## config.mk

```make
export PLATFORM = sky130hd
export DESIGN_NAME = gcr_front
export DESIGN_NICKNAME = d
export VERILOG_FILES = /design/src/design/gcr_pkg.sv /design/src/design/gcr_front.sv
export SDC_FILE = /design/constraint.sdc
export NUM_CORES = 1
export LEC_CHECK = 0
export BUFFER_PORTS_ARGS = -buffer_cell sky130_fd_sc_hd__buf_2
export CAP_MARGIN = 40
export CORE_AREA = 2 2 181 183
export DETAILED_ROUTE_END_ITERATION = 7
export DIE_AREA = 0 0 183 185
export PLACE_DENSITY_LB_ADDON = 0.3
export SLEW_MARGIN = 20
export SYNTH_ARGS = -nofsm -noshare
export SYNTH_HDL_FRONTEND = slang
export SYNTH_SLANG_ARGS = --single-unit
export TNS_END_PERCENT = 1
```

## constraint.sdc

```tcl
create_clock -name i_clk -period 5.9 [get_ports i_clk]
set_input_delay 0.295 -clock i_clk [delete_from_list [all_inputs] [get_ports i_clk]]
set_output_delay 0.295 -clock i_clk [all_outputs]
set_load 0.02 [all_outputs]
```

## src/design/gcr_pkg.sv

```systemverilog
// Shared constants, types and the color palette of the glyph cell renderer.
package gcr_pkg;

    localparam int GLYPH_ROWS   = 14;
    localparam int GLYPH_COUNT  = 256;
    localparam int FONT_DEPTH   = GLYPH_ROWS * GLYPH_COUNT;
    localparam int FONT_AW      = $clog2(FONT_DEPTH);
    localparam int ROW_W        = $clog2(GLYPH_ROWS);
    localparam int CELL_WIDTH   = 8;
    localparam int CURSOR_FIRST = GLYPH_ROWS - 3;

    localparam int OFF_W   = 32;
    localparam int COLOR_W = 24;
    localparam int PITCH_W = 16;
    localparam int ORG_W   = 12;
    localparam int CELL_W  = 8;
    localparam int BITS_W  = 8;
    localparam int CFG_IW  = 3;
    localparam int CFG_DW  = 16;
    localparam int Y_W     = 13;
    localparam int X_W     = 13;

    localparam logic [COLOR_W-1:0] CURSOR_GREY = 24'hC0C0C0;
    localparam logic [BITS_W-1:0]  ALL_PIXELS  = 8'hFF;

    // input item modes
    localparam logic [1:0] MODE_CHAR   = 2'd0;
    localparam logic [1:0] MODE_CURSOR = 2'd1;
    localparam logic [1:0] MODE_LOAD   = 2'd2;

    // configuration register indexes
    localparam logic [CFG_IW-1:0] REG_ORIGIN_X   = 3'd0;
    localparam logic [CFG_IW-1:0] REG_ORIGIN_Y   = 3'd1;
    localparam logic [CFG_IW-1:0] REG_LINE_PITCH = 3'd2;
    localparam logic [CFG_IW-1:0] REG_GRID_COLS  = 3'd3;
    localparam logic [CFG_IW-1:0] REG_GRID_ROWS  = 3'd4;

    // work kinds passed from front to back
    localparam logic [1:0] KIND_LOAD   = 2'd0;
    localparam logic [1:0] KIND_DRAW   = 2'd1;
    localparam logic [1:0] KIND_CURSOR = 2'd2;
    localparam logic [1:0] KIND_REJECT = 2'd3;

    localparam int QUEUE_DEPTH = 2;
    localparam int QPTR_W      = $clog2(QUEUE_DEPTH);
    localparam int QCNT_W      = $clog2(QUEUE_DEPTH + 1);

    typedef struct packed {
        logic [1:0]         kind;
        logic [OFF_W-1:0]   offset;
        logic [PITCH_W-1:0] pitch;
        logic [COLOR_W-1:0] fore;
        logic [COLOR_W-1:0] back;
        logic               transparent;
        logic [FONT_AW-1:0] font_addr;
        logic [BITS_W-1:0]  font_bits;
        logic [ROW_W-1:0]   first_row;
    } t_entry;

    function automatic logic [COLOR_W-1:0] palette_color(input logic [3:0] idx);
        logic [COLOR_W-1:0] c;
        unique case (idx)
            4'd0:    c = 24'h000000;
            4'd1:    c = 24'h000080;
            4'd2:    c = 24'h008000;
            4'd3:    c = 24'h008080;
            4'd4:    c = 24'h800000;
            4'd5:    c = 24'h800080;
            4'd6:    c = 24'h808000;
            4'd7:    c = 24'hC0C0C0;
            4'd8:    c = 24'h808080;
            4'd9:    c = 24'h0000FF;
            4'd10:   c = 24'h00FF00;
            4'd11:   c = 24'h00FFFF;
            4'd12:   c = 24'hFF0000;
            4'd13:   c = 24'hFF00FF;
            4'd14:   c = 24'hFFFF00;
            default: c = 24'hFFFFFF;
        endcase
        return c;
    endfunction

endpackage

```

## src/design/gcr_front.sv

```systemverilog
// Front end: config registers, item intake, clipping, palette and cell address.
module gcr_front (
    input  logic                        i_clk,
    input  logic                        i_rst_n,
    input  logic                        i_cfg_valid,
    output logic                        o_cfg_ready,
    input  logic [gcr_pkg::CFG_IW-1:0]  i_cfg_index,
    input  logic [gcr_pkg::CFG_DW-1:0]  i_cfg_data,
    input  logic                        i_valid,
    output logic                        o_ready,
    input  logic [1:0]                  i_mode,
    input  logic [7:0]                  i_cell_col,
    input  logic [7:0]                  i_cell_row,
    input  logic [3:0]                  i_fore_index,
    input  logic [3:0]                  i_back_index,
    input  logic                        i_transparent,
    input  logic [7:0]                  i_char_code,
    input  logic                        i_insert_cursor,
    input  logic                        i_cursor_visible,
    input  logic [11:0]                 i_font_addr,
    input  logic [7:0]                  i_font_bits,
    output logic                        o_push,
    input  logic                        i_push_ready,
    output gcr_pkg::t_entry             o_entry
);
    import gcr_pkg::*;

    localparam logic [1:0] S_IDLE = 2'd0;
    localparam logic [1:0] S_ADDR = 2'd1;
    localparam logic [1:0] S_MUL  = 2'd2;
    localparam logic [1:0] S_PUSH = 2'd3;

    logic [1:0]         r_state, n_state;
    logic [ORG_W-1:0]   r_origin_x, r_origin_y;
    logic [PITCH_W-1:0] r_pitch;
    logic [CELL_W-1:0]  r_grid_cols, r_grid_rows;

    logic [1:0]         r_mode;
    logic [CELL_W-1:0]  r_col, r_row;
    logic [3:0]         r_fore_idx, r_back_idx;
    logic               r_transp, r_insert, r_visible;
    logic [7:0]         r_char;
    logic [FONT_AW-1:0] r_faddr;
    logic [BITS_W-1:0]  r_fbits;

    logic [Y_W-1:0]     r_y;
    logic [X_W-1:0]     r_x;
    logic               r_rej;
    logic [ROW_W-1:0]   r_first;
    logic [COLOR_W-1:0] r_fore, r_back;
    logic [OFF_W-1:0]   r_base;

    logic               accept;
    logic               off_grid;
    logic [ROW_W-1:0]   first;

    assign o_cfg_ready = 1'b1;
    assign o_ready     = (r_state == S_IDLE);
    assign accept      = i_valid && o_ready;
    assign off_grid    = (r_col >= r_grid_cols) || (r_row >= r_grid_rows);
    assign first       = (r_mode == MODE_CURSOR && !r_insert) ?
                         ROW_W'(CURSOR_FIRST) : '0;

    always_ff @(posedge i_clk) begin
        if (!i_rst_n) begin
            r_origin_x  <= '0;
            r_origin_y  <= '0;
            r_pitch     <= PITCH_W'(4096);
            r_grid_cols <= CELL_W'(100);
            r_grid_rows <= CELL_W'(40);
        end else if (i_cfg_valid) begin
            case (i_cfg_index)
                REG_ORIGIN_X:   r_origin_x  <= i_cfg_data[ORG_W-1:0];
                REG_ORIGIN_Y:   r_origin_y  <= i_cfg_data[ORG_W-1:0];
                REG_LINE_PITCH: r_pitch     <= i_cfg_data[PITCH_W-1:0];
                REG_GRID_COLS:  r_grid_cols <= i_cfg_data[CELL_W-1:0];
                REG_GRID_ROWS:  r_grid_rows <= i_cfg_data[CELL_W-1:0];
                default: ;
            endcase
        end
    end

    always_comb begin
        n_state = r_state;
        unique case (r_state)
            S_IDLE: begin
                if (accept) begin
                    if (i_mode == MODE_LOAD) begin
                        if (32'(i_font_addr) < FONT_DEPTH) n_state = S_PUSH;
                    end else if (i_mode == MODE_CHAR || i_mode == MODE_CURSOR) begin
                        n_state = S_ADDR;
                    end
                end
            end
            S_ADDR:  n_state = S_MUL;
            S_MUL:   n_state = S_PUSH;
            S_PUSH:  if (i_push_ready) n_state = S_IDLE;
            default: n_state = S_IDLE;
        endcase
    end

    always_ff @(posedge i_clk) begin
        if (!i_rst_n) r_state <= S_IDLE;
        else          r_state <= n_state;
    end

    // item capture; a draw item swaps the font address for its glyph base
    always_ff @(posedge i_clk) begin
        if (accept) begin
            r_mode     <= i_mode;
            r_col      <= i_cell_col;
            r_row      <= i_cell_row;
            r_fore_idx <= i_fore_index;
            r_back_idx <= i_back_index;
            r_transp   <= i_transparent;
            r_char     <= i_char_code;
            r_insert   <= i_insert_cursor;
            r_visible  <= i_cursor_visible;
            r_faddr    <= i_font_addr[FONT_AW-1:0];
            r_fbits    <= i_font_bits;
        end else if (r_state == S_ADDR && r_mode == MODE_CHAR) begin
            r_faddr    <= FONT_AW'(r_char % GLYPH_COUNT) * FONT_AW'(GLYPH_ROWS);
        end
    end

    // pixel position of the first emitted row, colors, clip
    always_ff @(posedge i_clk) begin
        if (r_state == S_ADDR) begin
            r_y     <= Y_W'(r_row * GLYPH_ROWS) + Y_W'(r_origin_y) + Y_W'(first);
            r_x     <= X_W'(r_col * CELL_WIDTH) + X_W'(r_origin_x);
            r_rej   <= off_grid;
            r_first <= first;
            if (off_grid) begin
                r_fore <= '0;
                r_back <= '0;
            end else if (r_mode == MODE_CHAR) begin
                r_fore <= palette_color(r_fore_idx);
                r_back <= palette_color(r_back_idx);
            end else begin
                r_fore <= r_visible ? CURSOR_GREY : '0;
                r_back <= '0;
            end
        end
    end

    always_ff @(posedge i_clk) begin
        if (r_state == S_MUL) begin
            if (r_rej) r_base <= '0;
            else       r_base <= OFF_W'(r_y) * OFF_W'(r_pitch) + OFF_W'({r_x, 2'b00});
        end
    end

    assign o_push = (r_state == S_PUSH);

    always_comb begin
        o_entry.offset      = r_base;
        o_entry.pitch       = r_pitch;
        o_entry.fore        = r_fore;
        o_entry.back        = r_back;
        o_entry.transparent = r_transp;
        o_entry.font_addr   = r_faddr;
        o_entry.font_bits   = r_fbits;
        o_entry.first_row   = r_first;
        if (r_mode == MODE_LOAD)     o_entry.kind = KIND_LOAD;
        else if (r_rej)              o_entry.kind = KIND_REJECT;
        else if (r_mode == MODE_CHAR) o_entry.kind = KIND_DRAW;
        else                         o_entry.kind = KIND_CURSOR;
    end

endmodule

```

== Word level (Yosys, flattened, before mapping) ==
Memories as Yosys holds them, arrays and structs flattened. A register that Yosys moved wholly into a read port is not among the register bits.
Cells that the tools add are included.
Operators by class
  add/subtract/negate cells: 4
  multiply operators: 3
  div/mod/pow operators: 0
  order comparisons: 3
  equality and inequality tests: 15
  shifts and indexed selects: 0
  multiplexer cells: 15
  bitwise operators: 1
  reduce and logical (&&, ||, !) cells: 18
Operators by type and width (number)
  $mux 24: 2
  $add 29x15->30: 1
  $mul 13x16->29: 1
  $mux 12: 2
  $mul 8x3->11 const B: 2
  $ge 8x8->1: 2
  $mux 2: 8
  $add 11x12->13: 1
  $add 12x12->13: 1
  $add 13x4->13: 1
  $lt 12x12->1 const B: 1
  $reduce_and 2->1: 5
  $eq 2x2->1 const B: 4
  $mux 4: 2
  $pmux 2 s4: 1
  $eq 2x1->1 const B: 3
  $eq 3x2->1 const B: 2
  $logic_not 2->1: 3
  $ne 2x1->1 const B: 2
  $reduce_and 4->1: 1
  $eq 3x1->1 const B: 1
  $eq 3x3->1 const B: 1
  $logic_and 1x1->1: 3
  $logic_not 3->1: 1
  other kinds (7): 8
Word-level totals
  register bits after elaboration: 202
  latch bits: 0
  memory bits (writable): 0
  memory bits (read-only): 768
  bits of input ports: 81
  word-level logic and storage cells: 84
  memories kept: 2
Memory list
  (no name shown): words 16, width 24, read ports 1, clocked after memory_dff 1, write ports 0, RTL line gcr_pkg.sv:62  | unique case (idx)
  (no name shown): words 16, width 24, read ports 1, clocked after memory_dff 1, write ports 0, RTL line gcr_pkg.sv:62

== Longest topological paths before layout ==
  depth in word-level cells: 6
  mapped depth: 22
  depth with buffers taken out: 21

== Worst setup path before layout ==
No wires, ideal clock.
  path kind: reg2reg
  start point: register r_pitch[7]
  end point: register r_base[27], data pin
  data arrival time: 5.700 ns
  required time: 5.639 ns
  setup slack: -0.061 ns
  cell stages (with the launch flop): 21
  cells stage by stage: dfxtp_1 -> clkbuf_1 -> nand2_1 -> fa_1 -> inv_1 -> fa_1 -> fa_1 -> fa_1 -> fa_1 -> inv_1 -> fa_1 -> inv_1 -> ha_1 -> clkbuf_2 -> a41oi_2 -> o21a_1 -> a2bb2oi_1 -> o41ai_2 -> or3b_4 -> o31ai_2 -> a21oi_1
Between the ends
  word-level cells in the longest chain between the ends: 2
RTL lines
  from (decl): RTL line gcr_front.sv:35  | logic [PITCH_W-1:0] r_pitch;
  from (signal assigned): RTL line gcr_front.sv:75  | REG_LINE_PITCH: r_pitch <= i_cfg_data[PITCH_W-1:0];
  $mul 13x16->29: RTL line gcr_front.sv:149  | else r_base <= OFF_W'(r_y) * OFF_W'(r_pitch) + OFF_W'({r_x, 2'b00});
  $add 29x15->30: RTL line gcr_front.sv:149
  to (signal assigned): RTL line gcr_front.sv:149
  to (decl): RTL line gcr_front.sv:51  | logic [OFF_W-1:0] r_base;
Every way passes these cells.
A chain may end at the register's enable or synchronous reset.

== Worst setup path in the final report ==
  start point: register r_y[2]
  end point: register r_base[23], data pin
Between the ends
  word-level cells in the longest chain between the ends: 2
RTL lines
  from (decl): RTL line gcr_front.sv:46  | logic [Y_W-1:0] r_y;
  from (signal assigned): RTL line gcr_front.sv:129  | r_y <= Y_W'(r_row * GLYPH_ROWS) + Y_W'(r_origin_y) + Y_W'(first);
  $mul 13x16->29: RTL line gcr_front.sv:149
  $add 29x15->30: RTL line gcr_front.sv:149
Every way passes these cells.

==> impl_metrics.ini <==
[sta]
maxSlewHeadroom_pct = 50.5
min_period_ns = 5.90
setup_tns_ns = -0.00200
tightest_slew_ns = 0.740
fin_worst_skew_ns = 0.0193
hold_violations = 0
rsz0062_at_grt = yes
max_freq_mhz = 169
period_share_pct = 100
drv_slew = 0
setup-violations-final = 1
setup_ws_ns = -0.00200

[grt]
grt_overflow = 0
grt_max_degree = 41
grt_pass1_vias = 12900
antenna_found_initial = 0
grt_pass1_wl_microns = 63700
grtUsageTotal_pct = 23.9

[yosys]
synth_edf_count = 133
post_synth_num_cell_types = 72
ys_seq_area_share_pct = 31.4
async_flop_share_pct = 0
yosys-top-cells-count = nand2_1 (266), inv_1 (241), fa_1 (186)
synth_top_cell_area_share_pct = 23.5
yosys_warnings = 0
ys_ff_latch = 200
synth_top_area_cell = edfxtp_1
syn_area_per_cell_sq_um = 10.2
netlist_area_sq_um = 17000
ys_top_cells_by_area = edfxtp_1 (24%), fa_1 (22%), ha_1 (12%)
synth_flop_cell = edfxtp_1
synth_most_common_cell = nand2_1
syn_inst = 1672

[status]
failed_checks = negative setup slack
outcome = finished with violations

[floorplanning]
die_w_microns = 183
core-area_sq_um = 32000
io_pins = 207
die_area_sq_um = 33900
initial_utilization_pct = 53.0
dieHeight_microns = 185
fp-row-count = 66

[layout]
drive_gt1_share_pct = 18.8
syn2layout_area_growth_pct = 16.2
n_antenna_cell = 0
final_cells = 2333
num-nets-final = 2342
fill_cells = 2597
fin_util_pct = 61.6

[place]
gp_congestion = 0.891
place_ws_ns = -0.00501
port_buffers = 202
dp.cells = 2258
hpwl_microns = 30900

[cts]
path_clk_slew_ns = 0.07
clkLatencyLatePin_ns = 0.47
cts.sinks = 200
clockBufferDepth = 2
cts_tree = built
clock-root-buffer = clkbuf_16
numCtsBuffers = 17
htreeDepth = 4

[worst_setup_path]
crit_path_end_kind = flop
rr_endpoint = r_base[23]
reg2reg_slack_ns = -0.002
crit_arrival_ns = 6.12
critPathMaxFanout = 7
crit_required_ns = 6.12
startpoint = r_y[2]
ff2ff_path_depth = 22
endpoint = r_base[23]
r2r_start = r_y[2]
crit_type = reg -> reg
start_kind = flop

[drt]
viasPerCell = 5.24
dr.first_iter.drc_count = 600
wl_microns = 38800
via_count = 12200
dr.pass1.iters = 5
antenna_left = 0
routedWlPerCell_microns = 16.6
drcViolationCount = 0

[power]
ir_drop_mv = 0.308
power_leakage_nw = 9.34
power_density_nw_per_um2 = 389

[run]
drv_cap = 0

[worst_hold_path]
worstHoldStart = i_font_bits[2]
hold_path_class = in -> reg
==> metal layers <==
layer / wire length, microns / track usage, % / vias to the layer above
met1: 16200 / 29.3 / 6009
met3: 1870 / 4.72 / 73
met2: 20000 / 43.0 / 307
li1: - / - / 5847
met4: 823 / 6.94 / 0
met5: 0 / 0 / -
==> worst max-delay path, stage by stage, from the launching register on <==
cell and delay (ns):
edfxtp_1 0.50, and2_4 0.19, fa_1 0.55, inv_2 0.04, fa_1 0.52, inv_2 0.05, fa_1 0.49, inv_2 0.04
fa_1 0.48, inv_2 0.04, fa_1 0.52, inv_2 0.04, fa_1 0.51, inv_2 0.04, ha_4 0.27, nand4_1 0.11
o221ai_2 0.26, a211oi_4 0.12, buf_6 0.14, o21ai_2 0.15, a31oi_1 0.10, o21bai_1 0.18, mux2_4 0.31
==> power breakdown <==
part,internal (mW),switching [mW]
sequential,2.02,0.236
combinational,1.74,2.51
clock,0.601,0.568
==> area by class of cell <==
class | count | area [sq um] | share of cell area (%)
Clock buffer | 18 | 429 | 2.18
Multi-Input combinational cell | 1139 | 10400 | 52.8
Timing Repair Buffer | 312 | 1970 | 10.0
Tap cell | 408 | 510 | 2.59
Clock inverter | 14 | 160 | 0.812
Inverter | 242 | 908 | 4.60
Sequential cell | 200 | 5340 | 27.1
==> worst min-delay path by stage <==
stage	endpoint	cells after the start	slack (ns)
detailed placement	r_x[0]	0	0.42
CTS	r_fbits[2]	1	0.001
finish	r_fbits[2]	1	0.02
floorplan	r_back_idx[0]	0	0.39
global route	r_fbits[2]	1	0.003
global placement	r_x[0]	0	0.43
==> sequential cells by signal, summed over array words and instances, names as in the netlist, 2 cells and up, named ones only <==
| name | count |
|---|---|
| r_base | 30 |
| r_pitch | 16 |
| r_x | 13 |
| r_y | 13 |
| r_faddr | 12 |
| r_origin_x | 12 |
| r_origin_y | 12 |
| r_back | 9 |
| r_fore | 9 |
| r_char | 8 |
| r_col | 8 |
| r_fbits | 8 |
| r_grid_cols | 8 |
| r_grid_rows | 8 |
| r_row | 8 |
| r_back_idx | 4 |
| r_fore_idx | 4 |
| r_mode | 2 |
| r_state | 2 |
==> cells by family after synthesis <==
logic type	synth area share, %
and+or+nand+nor	14.1
muxes	0.553
DFF	31.4
adders and majority gates	33.9
other	0.0442
AOI/OAI and AO/OA	9.35
xor gates and xnor gates	2.27
buffers and inverters	8.32
==> repair_timing <==
action / CTS / global route
endpoints found under the hold margin: 36 / 1
endpoints found under the setup margin: 2 / 14
setup buffers: 1 / 4
gates resized for setup: 1 / 38
pin swaps: 0 / 24
hold buffers: 36 / 1
==> placed cells by master, fill, tap and decap left out, types with 9 or more instances in the layout <==
cell type,count
nand2_1,266
inv_1,235
buf_2,203
fa_1,185
ha_1,156
edfxtp_1,133
and2_1,98
buf_4,67
dfxtp_1,64
nor2_1,59
a21boi_0,54
a21oi_1,45
dlygate4sd3_1,37
o21ai_0,28
xnor2_1,25
a21o_1,20
xor2_1,19
clkbuf_16,17
nor2b_1,16
nand2b_1,11
o21a_1,10
o211ai_1,10
nor3_1,9
and3_1,9
==> through the flow <==
stage                     hold WS, ns  power [mW]  cell area (sq um)
after floorplan                 0.394        5.13              17000
after global placement          0.431        6.21              18500
after detailed placement        0.422        6.34              18500
after CTS                     0.00141        7.58              19500
after global routing          0.00323        8.28              19700
final                          0.0165        7.67              19700
Note: power is estimated with default switching activity, not from simulation.
