<file path="src/design/gcr_pkg.sv">
// Shared constants, types and the color palette of the glyph cell renderer.
package gcr_pkg;

    localparam int GLYPH_ROWS   = 14;
    localparam int GLYPH_COUNT  = 256;
    localparam int FONT_DEPTH   = GLYPH_ROWS * GLYPH_COUNT;
    localparam int FONT_AW      = $clog2(FONT_DEPTH);
    localparam int ROW_W        = $clog2(GLYPH_ROWS);
    localparam int CELL_WIDTH   = 8;
    localparam int CURSOR_FIRST = GLYPH_ROWS - 3;

    localparam int OFF_W   = 32;
    localparam int COLOR_W = 24;
    localparam int PITCH_W = 16;
    localparam int ORG_W   = 12;
    localparam int CELL_W  = 8;
    localparam int BITS_W  = 8;
    localparam int CFG_IW  = 3;
    localparam int CFG_DW  = 16;
    localparam int Y_W     = 13;
    localparam int X_W     = 13;

    localparam logic [COLOR_W-1:0] CURSOR_GREY = 24'hC0C0C0;
    localparam logic [BITS_W-1:0]  ALL_PIXELS  = 8'hFF;

    // input item modes
    localparam logic [1:0] MODE_CHAR   = 2'd0;
    localparam logic [1:0] MODE_CURSOR = 2'd1;
    localparam logic [1:0] MODE_LOAD   = 2'd2;

    // configuration register indexes
    localparam logic [CFG_IW-1:0] REG_ORIGIN_X   = 3'd0;
    localparam logic [CFG_IW-1:0] REG_ORIGIN_Y   = 3'd1;
    localparam logic [CFG_IW-1:0] REG_LINE_PITCH = 3'd2;
    localparam logic [CFG_IW-1:0] REG_GRID_COLS  = 3'd3;
    localparam logic [CFG_IW-1:0] REG_GRID_ROWS  = 3'd4;

    // work kinds passed from front to back
    localparam logic [1:0] KIND_LOAD   = 2'd0;
    localparam logic [1:0] KIND_DRAW   = 2'd1;
    localparam logic [1:0] KIND_CURSOR = 2'd2;
    localparam logic [1:0] KIND_REJECT = 2'd3;

    localparam int QUEUE_DEPTH = 2;
    localparam int QPTR_W      = $clog2(QUEUE_DEPTH);
    localparam int QCNT_W      = $clog2(QUEUE_DEPTH + 1);

    typedef struct packed {
        logic [1:0]         kind;
        logic [OFF_W-1:0]   offset;
        logic [PITCH_W-1:0] pitch;
        logic [COLOR_W-1:0] fore;
        logic [COLOR_W-1:0] back;
        logic               transparent;
        logic [FONT_AW-1:0] font_addr;
        logic [BITS_W-1:0]  font_bits;
        logic [ROW_W-1:0]   first_row;
    } t_entry;

    function automatic logic [COLOR_W-1:0] palette_color(input logic [3:0] idx);
        logic [COLOR_W-1:0] c;
        unique case (idx)
            4'd0:    c = 24'h000000;
            4'd1:    c = 24'h000080;
            4'd2:    c = 24'h008000;
            4'd3:    c = 24'h008080;
            4'd4:    c = 24'h800000;
            4'd5:    c = 24'h800080;
            4'd6:    c = 24'h808000;
            4'd7:    c = 24'hC0C0C0;
            4'd8:    c = 24'h808080;
            4'd9:    c = 24'h0000FF;
            4'd10:   c = 24'h00FF00;
            4'd11:   c = 24'h00FFFF;
            4'd12:   c = 24'hFF0000;
            4'd13:   c = 24'hFF00FF;
            4'd14:   c = 24'hFFFF00;
            default: c = 24'hFFFFFF;
        endcase
        return c;
    endfunction

endpackage

</file>
<file path="src/design/gcr_queue.sv">
// Small FIFO of work entries between the front and back ends.
module gcr_queue (
    input  logic            i_clk,
    input  logic            i_rst_n,
    input  logic            i_push,
    output logic            o_push_ready,
    input  gcr_pkg::t_entry i_entry,
    output logic            o_valid,
    input  logic            i_pop,
    output gcr_pkg::t_entry o_entry
);
    import gcr_pkg::*;

    t_entry             r_slot [QUEUE_DEPTH];
    logic [QPTR_W-1:0]  r_wptr, r_rptr;
    logic [QCNT_W-1:0]  r_count;
    logic               do_push, do_pop;

    assign o_push_ready = (r_count != QCNT_W'(QUEUE_DEPTH));
    assign o_valid      = (r_count != '0);
    assign do_push      = i_push && o_push_ready;
    assign do_pop       = i_pop && o_valid;
    assign o_entry      = r_slot[r_rptr];

    always_ff @(posedge i_clk) begin
        if (do_push) r_slot[r_wptr] <= i_entry;
    end

    always_ff @(posedge i_clk) begin
        if (!i_rst_n) begin
            r_wptr  <= '0;
            r_rptr  <= '0;
            r_count <= '0;
        end else begin
            if (do_push)
                r_wptr <= (r_wptr == QPTR_W'(QUEUE_DEPTH - 1)) ? '0 : r_wptr + 1'b1;
            if (do_pop)
                r_rptr <= (r_rptr == QPTR_W'(QUEUE_DEPTH - 1)) ? '0 : r_rptr + 1'b1;
            case ({do_push, do_pop})
                2'b10:   r_count <= r_count + 1'b1;
                2'b01:   r_count <= r_count - 1'b1;
                default: ;
            endcase
        end
    end

endmodule

</file>
<file path="config.mk">
export PLATFORM = sky130hd
export DESIGN_NAME = gcr_queue
export DESIGN_NICKNAME = d
export VERILOG_FILES = /design/src/design/gcr_pkg.sv /design/src/design/gcr_queue.sv
export SDC_FILE = /design/constraint.sdc
export NUM_CORES = 1
export LEC_CHECK = 0
export ABC_AREA = 1
export CAP_MARGIN = 20
export CELL_PAD_IN_SITES_DETAIL_PLACEMENT = 0
export CELL_PAD_IN_SITES_GLOBAL_PLACEMENT = 1
export CORE_MARGIN = 2
export CORE_UTILIZATION = 30
export CTS_BUF_LIST = sky130_fd_sc_hd__clkbuf_16
export DETAILED_ROUTE_END_ITERATION = 10
export DONT_BUFFER_PORTS = 1
export PLACE_DENSITY_LB_ADDON = 0.2
export SYNTH_ARGS = -nofsm -noshare
export SYNTH_HDL_FRONTEND = slang
export SYNTH_SLANG_ARGS = --single-unit
</file>
<file path="constraint.sdc">
create_clock -name i_clk -period 7.9 [get_ports i_clk]
set_input_delay 0.395 -clock i_clk [delete_from_list [all_inputs] [get_ports i_clk]]
set_output_delay 0.395 -clock i_clk [all_outputs]
set_load 0.01 [all_outputs]
</file>
=== Word-level counts from Yosys, hierarchy flattened ===
Memories as Yosys holds them, arrays and structs flattened. A register that Yosys moved wholly into a read port is not among the register bits.
Cells that the tools add are included.

* Reductions and logical operators: 4
* Divide/modulo/power cells: 0
* Mux-type cells: 7
* $mul: 0
* Add/subtract/negate cells: 4
* Equal/unequal tests: 3
* Bitwise operators: 0
* $lt $le $gt $ge: 0
* Shift-type cells: 0

{| class="wikitable"
|+ Operators with widths
! operator !! number
|-
| two-way mux 1 bit || 6
|-
| case mux 2 bit (2 select lines) || 1
|-
| nonzero test 2 bit || 2
|-
| adder 1 bit (second input constant) || 2
|-
| adder 2 x 1 -> 2 bit (second input constant) || 1
|-
| == test 2 x 1 -> 1 bit (second input constant) || 1
|-
| == test 2 bit (second input constant) || 1
|-
| logical AND 1 bit || 2
|-
| inequality test 2 bit (second input constant) || 1
|-
| subtractor 2 x 1 -> 2 bit (second input constant) || 1
|}

* Latch bits: 0
* Register bits: 4
* Memory bits (writable): 246
* Memory bits (read-only): 0
* Memories: 1
* Output and inout bits: 125
* Bits of input ports: 127

{| class="wikitable"
|+ Memories
! name !! depth !! bits a word !! rd ports !! clocked after Yosys merged registers in !! wr ports !! line !! RTL
|-
| r_slot || 2 || 123 || 1 || 1 || 1 || gcr_queue.sv:14 || <nowiki>t_entry r_slot [QUEUE_DEPTH];</nowiki>
|}

=== Longest topological paths before layout ===
Gate-level depths: netlist of run 1.

* Word-level depth: 4
* Depth in mapped cells: 9
* Depth with buffers taken out: 9

=== Worst setup path before layout of run 1 ===
Ideal clock, no wire load.

* Path type: reg-to-reg
* From: reg r_count[0]
* To: mem r_slot[1][0] in the netlist's numbering (enable)
* Path slack: 1.476 ns
* Period minus slack after synthesis: 6.424 ns
* Required time: 7.292 ns
* Cell stages (with the launch flop): 5
* Library setup time: 0.608 ns
* Arrival time: 5.816 ns
* Path through: dfxtp_1 inv_1 nand2_1 nand2_1 nor2_1

* Longest elaborated chain between the ends: 4

{| class="wikitable"
|+ Ends and longest elaborated chain
! what !! line !! RTL
|-
| start: declaration || gcr_queue.sv:16 || <nowiki>logic [QCNT_W-1:0] r_count;</nowiki>
|-
| start signal: assignment || gcr_queue.sv:40 || <nowiki>2'b10: r_count <= r_count + 1'b1;</nowiki>
|-
| start signal: assignment || gcr_queue.sv:41 || <nowiki>2'b01: r_count <= r_count - 1'b1;</nowiki>
|-
| inequality test 2 bit || gcr_queue.sv:19 || <nowiki>assign o_push_ready = (r_count != QCNT_W'(QUEUE_DEPTH));</nowiki>
|-
| via o_push_ready || gcr_queue.sv:6 || <nowiki>output logic o_push_ready,</nowiki>
|-
| logical AND 1 bit || gcr_queue.sv:21 || <nowiki>assign do_push = i_push && o_push_ready;</nowiki>
|-
| two-way mux 1 bit || gcr_queue.sv:26 || <nowiki>if (do_push) r_slot[r_wptr] <= i_entry;</nowiki>
|-
| two-way mux 1 bit (not written as such) || gcr_queue.sv:26 ||
|-
| end: declaration || gcr_queue.sv:14 ||
|}

The timed path passes the listed nets, and every way through them passes these cells.

==> results of run 1 <==
==> sequential cells by signal, indices dropped and copies added (netlist names), named ones only <==
signal and cells:
r_count 2, r_rptr 1, r_slot 246, r_wptr 1
==> per-stage QoR <==
stage	total power [mW]	worst slack (ps)	hold WS [ps]	utilization [%]	std cells
floorplan	2.165	1476	451.2	-	419
global placement	2.240	5271	484.8	31.97	807
detailed placement	2.252	5172	484.7	31.97	807
CTS	3.576	4986	52.58	38.95	983
global route	3.670	4931	77.42	38.97	985
finish	3.509	5077	85.43	38.97	985
==> synthesized netlist by cell type <==
library cell,number
a21oi_1,1
buf_2,5
buf_6,8
buf_8,1
dfxtp_1,5
edfxtp_1,246
ha_1,1
inv_1,5
mux2_2,53
mux2_4,70
nand2_1,10
nand3_1,1
nand4_1,1
nor2_1,10
o21a_1,1
o21ai_0,1
==> how the worst max path moves through the flow <==
stage	end	cells past startpoint
after floorplan	r_slot[1][0]	4
final	o_entry[28]	2
after global routing	o_entry[29]	2
after detailed placement	r_slot[0][99]	5
after CTS	o_entry[29]	2
after global placement	r_slot[0][99]	5
==> power by group through the flow <==
stage,combinational (mW),clock [mW],sequential [mW]
floorplan,0.453,0,1.71
global placement,0.539,0,1.70
detailed placement,0.544,0,1.71
CTS,0.605,1.29,1.68
global route,0.630,1.35,1.69
finish,0.587,1.24,1.68
==> cells by family (layout without fill, tap and decap cells) <==
family	Yosys count	in the layout	share of synthesized area, %
adders and majority gates	1	1	0.1331
other	0	2	0
DFF	251	251	79.65
buffers and inverters	19	187	1.584
muxes	123	123	17.53
and+or+nand+nor	22	22	0.9185
AOI/OAI and AO/OA	3	3	0.1863
==> critical path: cells and delay by family (launching register included) <==
family                 cells  cell delay [ps]
buffers and inverters      1              780
multiplexers               1              480
flip-flops                 1              560
==> cell type report <==
class	count	area, µm²	share of cell area (%)
diodes	2	5.005	0.04177
clock buffers	29	725.7	6.056
clock inverters	23	181.4	1.514
inverters	5	18.77	0.1566
multi-input cells	149	1779	14.85
flip-flops and latches	251	7491	62.51
well taps	396	495.5	4.135
repair buffers	130	1286	10.73
==> metal layers <==
| metal | up-vias | wire [µm] |
|---|---|---|
| met5 | - | 0 |
| met4 | 0 | 528 |
| met3 | 36 | 1855 |
| met2 | 192 | 8713 |
| met1 | 2118 | 7206 |
| li1 | 1955 | - |
==> flow_summary.json, run 1 <==
{
  "end_kind": "output port",
  "vias_per_cell": 4.366,
  "synth_largest_area_cell": "edfxtp_1",
  "start_util_pct": 30.57,
  "ctsHoldBuffers": 124,
  "dpl.hpwl_mm": 11.86,
  "cp_max_fo": 52,
  "num_rows": 64,
  "postSynthAreaPerCell_um2": 22.44,
  "synth.net_count": 547,
  "ir_drop_uv": 187.6,
  "place_area_um2": 9829,
  "grt_usage_pct": 10.92,
  "root_buffer": "clkbuf_16",
  "numCtsBuffers": 29,
  "crit_required_ps": 7510,
  "tightest_slew_ps": 932.8,
  "clockBufferDepth": 3,
  "relSlewSlack_pct": 37.82,
  "cts_resized": 0,
  "grt_pass1_vias": 4688,
  "synth_area_um2": 9400,
  "grt_util_met3_pct": 4.616,
  "hp-start": "i_pop",
  "coreArea_um2": 30750,
  "grt_use_met2_pct": 18.12,
  "yosys-top-cells-area": "edfxtp_1 (79%), mux2_4 (11%), mux2_2 (6.3%), dfxtp_1 (1.1%), buf_6 (0.96%)",
  "switchingPower_uw": 860.5,
  "num_io_pins": 252,
  "layout.cell_area.non_filler_um2": 11980,
  "insertion_delay_ps": 530,
  "yosysWarnings": 0,
  "ys_types": 16,
  "crit_type": "reg2out",
  "path_clk_slew_ps": 50,
  "p_sw_share_pct": 24.52,
  "p_clk_share_pct": 35.5,
  "fmax_mhz": 354.2,
  "dr.pass1.iters": 6,
  "port_buffers": 0,
  "period_needed_ps": 2823,
  "gp_congestion": 0.6742,
  "gr-total-overflow": 0,
  "drive_gt1_share_pct": 28.79,
  "internal_power_mw": 2.649,
  "hold_violations": 0,
  "antenna_left": 0,
  "synth_top_area_share_pct": 78.58,
  "ys_ff_latch": 251,
  "final_max_slew_viol_count": 0,
  "wl_mm": 18.30,
  "start_kind": "flip-flop",
  "hold_depth": 3,
  "setup_violations": 0,
  "drc": 0,
  "vias": 4301,
  "gr-usage-met1_pct": 12.88,
  "gr-max-usage-layer": "met2",
  "power_density_nw_per_um2": 292.9,
  "areaGrowthSynthToFinish_pct": 27.47,
  "critical-path-max-stage-delay_ps": 780,
  "die_w_um": 181.0,
  "fin_crit_sh_pct": 35.73,
  "rsz0062_at_grt": "false",
  "postCtsSetupBuffers": 0,
  "skew_ps": 16.83,
  "timing.critical_path.cells": "buf_4, mux2_2",
  "cts_tree": "yes",
  "drt_iter0_drc": 177,
  "worstReg2RegEnd": "r_slot[0][36]",
  "avgRoutedWirePerCell_um": 18.58,
  "r2r_start": "r_count[0]",
  "die_h_um": 181.0,
  "drv_cap": 0,
  "n_fill_cell": 2812,
  "grt_max_degree": 66,
  "cp.arrival_ps": 2430,
  "antenna_found_initial": 2,
  "grt_pass1_wl_mm": 27.77,
  "cts_max_level": 1,
  "r2r_slack_ps": 5210,
  "final_common_cell": "edfxtp_1",
  "p_comb_share_pct": 16.7,
  "worstHoldPathType": "in2reg",
  "finalSetupTns_ps": 0,
  "power_frac_seq_pct": 47.8,
  "status": "complete, no violations",
  "leakagePower_nw": 4.131,
  "final_cell_mix": "edfxtp_1 (246), dlygate4sd3_1 (124), mux2_4 (70)",
  "finalNetCount": 694,
  "reg2regPathDepth": 5,
  "cts_sinks": 251,
  "ys_seq_area_share_pct": 79.65,
  "fp.dieArea_um2": 32770,
  "postSynthCellCount": 419,
  "crit_path_top_delay_cell": "buf_4"
}
No activity file was read; power rests on OpenSTA's default activity.
==> run 2: changes to the inputs <==
ABC_AREA = 0   (was 1)
clock period = 2.3 ns   (was 7.9 ns; I/O delays follow)
==> flow_summary.json, run 2 <==
{
  "n_fill_cell": 2679,
  "synth.net_count": 535,
  "yosysWarnings": 0,
  "coreArea_um2": 29800,
  "relSlewSlack_pct": 69.92,
  "p_total_mw": 12.55,
  "grt_pass1_vias": 4590,
  "gr-max-usage-layer": "met2",
  "r2r_slack_ps": 650,
  "die_h_um": 178.4,
  "gr-total-overflow": 0,
  "top_register": "r_slot",
  "root_buffer": "clkbuf_16",
  "skew_ps": 14.21,
  "ys_seq_area_share_pct": 82.03,
  "power_density_nw_per_um2": 1072,
  "grt_use_met2_pct": 17.84,
  "final_common_cell": "edfxtp_1",
  "final_cell_mix": "edfxtp_1 (246), dlygate4sd3_1 (126), mux2_2 (123)",
  "grt_util_met3_pct": 4.561,
  "vias": 4190,
  "synth_area_um2": 9128,
  "synth_edf_count": 246,
  "drive_gt1_share_pct": 30.02,
  "drt_iter0_drc": 217,
  "antenna_left": 0,
  "antenna_found_initial": 0,
  "yosys-top-cells-area": "edfxtp_1 (81%), mux2_2 (15%), dfxtp_1 (1.1%), buf_6 (0.99%), buf_2 (0.33%)",
  "crit_type": "reg2out",
  "areaGrowthSynthToFinish_pct": 28.22,
  "ys.flop_type": "edfxtp_1",
  "cp.arrival_ps": 1750,
  "drc": 0,
  "cp_max_fo": 71,
  "reg.largest.list": "r_slot x246, r_count x2",
  "hold_violations": 0,
  "place_area_um2": 9659,
  "cts_max_level": 1,
  "regArea_um2": 7492,
  "rsz0062_at_grt": "false",
  "ys_types": 21,
  "ys_ff_latch": 251,
  "leakagePower_nw": 3.848,
  "multi_input_area_um2": 1529,
  "n_antenna_cell": 0,
  "fin_ws_ps": 432.0,
  "wl_mm": 18.00,
  "status": "complete, no violations",
  "die_w_um": 178.4,
  "postSynthAreaPerCell_um2": 22.43,
  "synth_largest_area_cell": "edfxtp_1",
  "drv_cap": 0,
  "vias_per_cell": 4.351,
  "start_util_pct": 30.63,
  "grt_max_degree": 72,
  "start_kind": "flip-flop",
  "ir_drop_uv": 708.7,
  "final_max_slew_viol_count": 0,
  "ctsHoldBuffers": 126,
  "layout.cell_area.non_filler_um2": 11700,
  "setup_violations": 0,
  "clockBufferDepth": 3,
  "insertion_delay_ps": 530,
  "num_io_pins": 252,
  "fin_crit_sh_pct": 81.22,
  "tightest_slew_ps": 451.3,
  "cts_sinks": 251,
  "synth_common_cells": "edfxtp_1 (246), mux2_2 (123), buf_6 (8)",
  "finalSetupTns_ps": 0,
  "avgRoutedWirePerCell_um": 18.69,
  "ys_async_sr_fraction_pct": 0,
  "postSynthCellCount": 407,
  "gp_congestion": 0.6789,
  "grt_pass1_wl_mm": 25.69,
  "numCtsBuffers": 27,
  "synth_top_area_share_pct": 80.93,
  "fmax_mhz": 535.3,
  "pre_cts_ws_ps": 616.3,
  "grt_usage_pct": 10.53,
  "num_rows": 63,
  "port_buffers": 0,
  "finalNetCount": 685,
  "post-route-util_pct": 39.28,
  "path_clk_slew_ps": 60,
  "end_kind": "output port",
  "cts_tree": "yes",
  "gr-usage-met1_pct": 11.85,
  "crit_required_ps": 2180,
  "postCtsSetupBuffers": 0,
  "fp.dieArea_um2": 31840,
  "worstHoldPathType": "in2reg",
  "dr.pass1.iters": 4,
  "cts_resized": 0,
  "largest_reg_flops": 246,
  "period_needed_ps": 1868,
  "yosys.cell_count.top_type": "edfxtp_1"
}
-- run 2: per-stage QoR --
step / cells / hold WS [ps]
2_1_floorplan: 407 / 213.9
3_3_place_gp: 792 / 214.0
3_5_place_dp: 792 / 213.9
4_1_cts: 963 / 28.67
5_1_grt: 963 / 41.03
6_report: 963 / 56.37
-- run 2: where the power goes --
part,total (mW),leakage (nW),internal [mW],switching [mW]
Combinational,2.79,1.09,1.17,1.62
Clock,3.83,0.413,2.22,1.62
Sequential,5.93,2.34,5.77,0.154
-- run 2: path summary, 6_finish.rpt --
check / end / cells after the start / from
min reg2reg: r_rptr / 2 / r_rptr
max: o_entry[73] / 2 / flip-flop
max reg2reg: r_slot[1][90] / 3 / r_count[0]
min: r_slot[1][33] / 1 / i_push
-- run 2: cell type report --
type	instances	share of cell area, %
sequential	251	64.02
multi-input combinational	141	13.06
timing repair buffer	135	11.99
clock buffer	27	5.773
tap	390	4.169
clock inverter	18	0.9194
inverter	1	0.06414
-- run 2: critical path: stages (launching register included) --
cell     delay [ps]
dfxtp_4         370
buf_12          300
mux2_2          450
-- run 2: kinds of logic after synthesis --
logic type / Yosys count / synth area share [%]
DFF: 251 / 82.03
muxes: 123 / 15.17
buffers and inverters: 15 / 1.357
and+or+nand+nor: 9 / 0.6033
AOI/OAI and AO/OA: 5 / 0.4113
xor gates and xnor gates: 3 / 0.2879
adders and majority gates: 1 / 0.1371
-- run 2: routing by layer --
layer	routed length, µm	up-vias
li1	-	1915
met1	6947	2053
met3	1960	35
met4	525	0
met2	8569	187
met5	0	-
==> run 3: changes to the inputs <==
clock period = 1.67 ns   (was 2.3 ns; I/O delays follow)
==> flow_summary.json, run 3 (synthesis gave the netlist of run 2 again) <==
{
  "clockBufferDepth": 3,
  "gp_congestion": 0.7250,
  "vias_per_cell": 4.455,
  "final_common_cell": "edfxtp_1",
  "ir_drop_uv": 1010,
  "cts_max_level": 1,
  "setup_violations": 103,
  "largest_reg_flops": 246,
  "relSlewSlack_pct": 80.67,
  "port_buffers": 0,
  "insertion_delay_ps": 530,
  "leakagePower_nw": 4.480,
  "grt_pass1_wl_mm": 27.54,
  "start_kind": "flip-flop",
  "top_register": "r_slot",
  "worstReg2RegEnd": "r_slot[0][20]",
  "fmax_mhz": 575.3,
  "finalNetCount": 707,
  "num_rows": 63,
  "fin_ws_ps": -68.38,
  "final_max_slew_viol_count": 0,
  "violations": "negative setup slack",
  "wl_mm": 20.21,
  "reg.largest.list": "r_slot x246, r_count x2",
  "cp_max_fo": 7,
  "grt_pass1_vias": 4645,
  "critical_path.top_delay_family": "flip-flops",
  "coreArea_um2": 29800,
  "cts_tree": "yes",
  "drive_gt1_share_pct": 33.61,
  "fp.dieArea_um2": 31840,
  "antenna_left": 0,
  "gr-total-overflow": 0,
  "drc": 0,
  "areaGrowthSynthToFinish_pct": 39.04,
  "worstHoldPathType": "in2reg",
  "vias": 4406,
  "holdWs_ps": 100.7,
  "cts_sinks": 251,
  "pre_cts_ws_ps": 99.03,
  "hp-start": "i_push",
  "hold_violations": 0,
  "path_clk_slew_ps": 60,
  "final_cell_mix": "edfxtp_1 (246), dlygate4sd3_1 (127), mux2_4 (111)",
  "fin_crit_sh_pct": 104.1,
  "power_density_nw_per_um2": 1562,
  "r2r_slack_ps": 100,
  "antenna_found_initial": 0,
  "min_to": "r_slot[1][108]",
  "crit_type": "reg2out",
  "start_util_pct": 30.63,
  "num_io_pins": 252,
  "avgRoutedWirePerCell_um": 20.43,
  "hold_depth": 2,
  "path_buf_inv": 2,
  "r2r_start": "r_count[0]",
  "post-route-util_pct": 42.59,
  "critical-path-max-stage-delay_ps": 440,
  "root_buffer": "clkbuf_16",
  "tightest_slew_ps": 290.0,
  "reg2regPathDepth": 4,
  "finalSetupTns_ps": -4224,
  "grt_usage_pct": 11.52,
  "numCtsBuffers": 28,
  "dr.pass1.iters": 4,
  "end_kind": "output port",
  "p_total_mw": 19.83,
  "drv_cap": 0,
  "timing.critical_path.cells": "buf_8, buf_6, mux2_4",
  "cp_num_cells": 3,
  "die_h_um": 178.4,
  "skew_ps": 11.68,
  "crit_path_top_delay_cell": "dfxtp_4",
  "dpl.hpwl_mm": 12.08,
  "die_w_um": 178.4,
  "crit_required_ps": 1590,
  "grt_max_degree": 48,
  "drt_iter0_drc": 247,
  "period_needed_ps": 1738,
  "cp.arrival_ps": 1650,
  "rsz0062_at_grt": "true",
  "status": "finished with violations"
}
run 3: cell count changes in the layout (fill, tap and decap cells not counted), moves of 3 or more:
cell       previous run  this run
mux2_2              123        12
mux2_4                0       111
clkbuf_16            27        36
buf_8                 0         4
buf_12                6         9
buf_16                0         3
buf_6                 0         3
bufinv_16             1         4
inv_1                 7         4
run 3: power by group:
part	switching (mW)	total (mW)	internal [mW]
logic	2.71	5.56	2.85
clock network	2.31	6.04	3.74
registers	0.269	8.22	7.95
run 3: worst max path at each step:
stage / startpoint / end / slack (ps)
finish: flip-flop / o_entry[113] / -70
global route: flip-flop / o_entry[113] / -130
CTS: flip-flop / o_entry[52] / -130
detailed placement: r_count[0] / r_slot[0][20] / 100
global placement: r_count[0] / r_slot[0][22] / 150
floorplan: r_count[0] / r_slot[0][0] / -1180
run 3: repair_timing:
item / 4_1_cts / 5_1_grt
setup buffers: 7 / 0
hold buffers: 127 / 0
endpoints found under the setup margin: 111 / 123
gates resized for setup: 63 / 61
hold endpoints to repair: 251 / 0
cloned: 3 / 9
run 3: cell type report:
type / instances / area, µm²
fillers: 2595 / 17110
flip-flops and latches: 251 / 7492
multi-input cells: 141 / 1946
repair buffers: 156 / 1826
clock buffers: 29 / 725.7
well taps: 390 / 488.0
clock inverters: 20 / 203.9
inverters: 1 / 7.507
diodes: 1 / 2.502
run 3: through the flow:
stage | area [µm²] | std cells
finish | 12690 | 989
detailed placement | 9712 | 794
CTS | 12290 | 980
global route | 12690 | 988
floorplan | 9141 | 407
global placement | 9712 | 794
run 3: metal layers:
metal	vias up	share of wire [%]	track usage, %
met1	2218	40	13.64
met4	0	2.4	3.117
met3	30	10	5.158
li1	1969	-	-
met2	189	47	19.02
met5	-	0	0
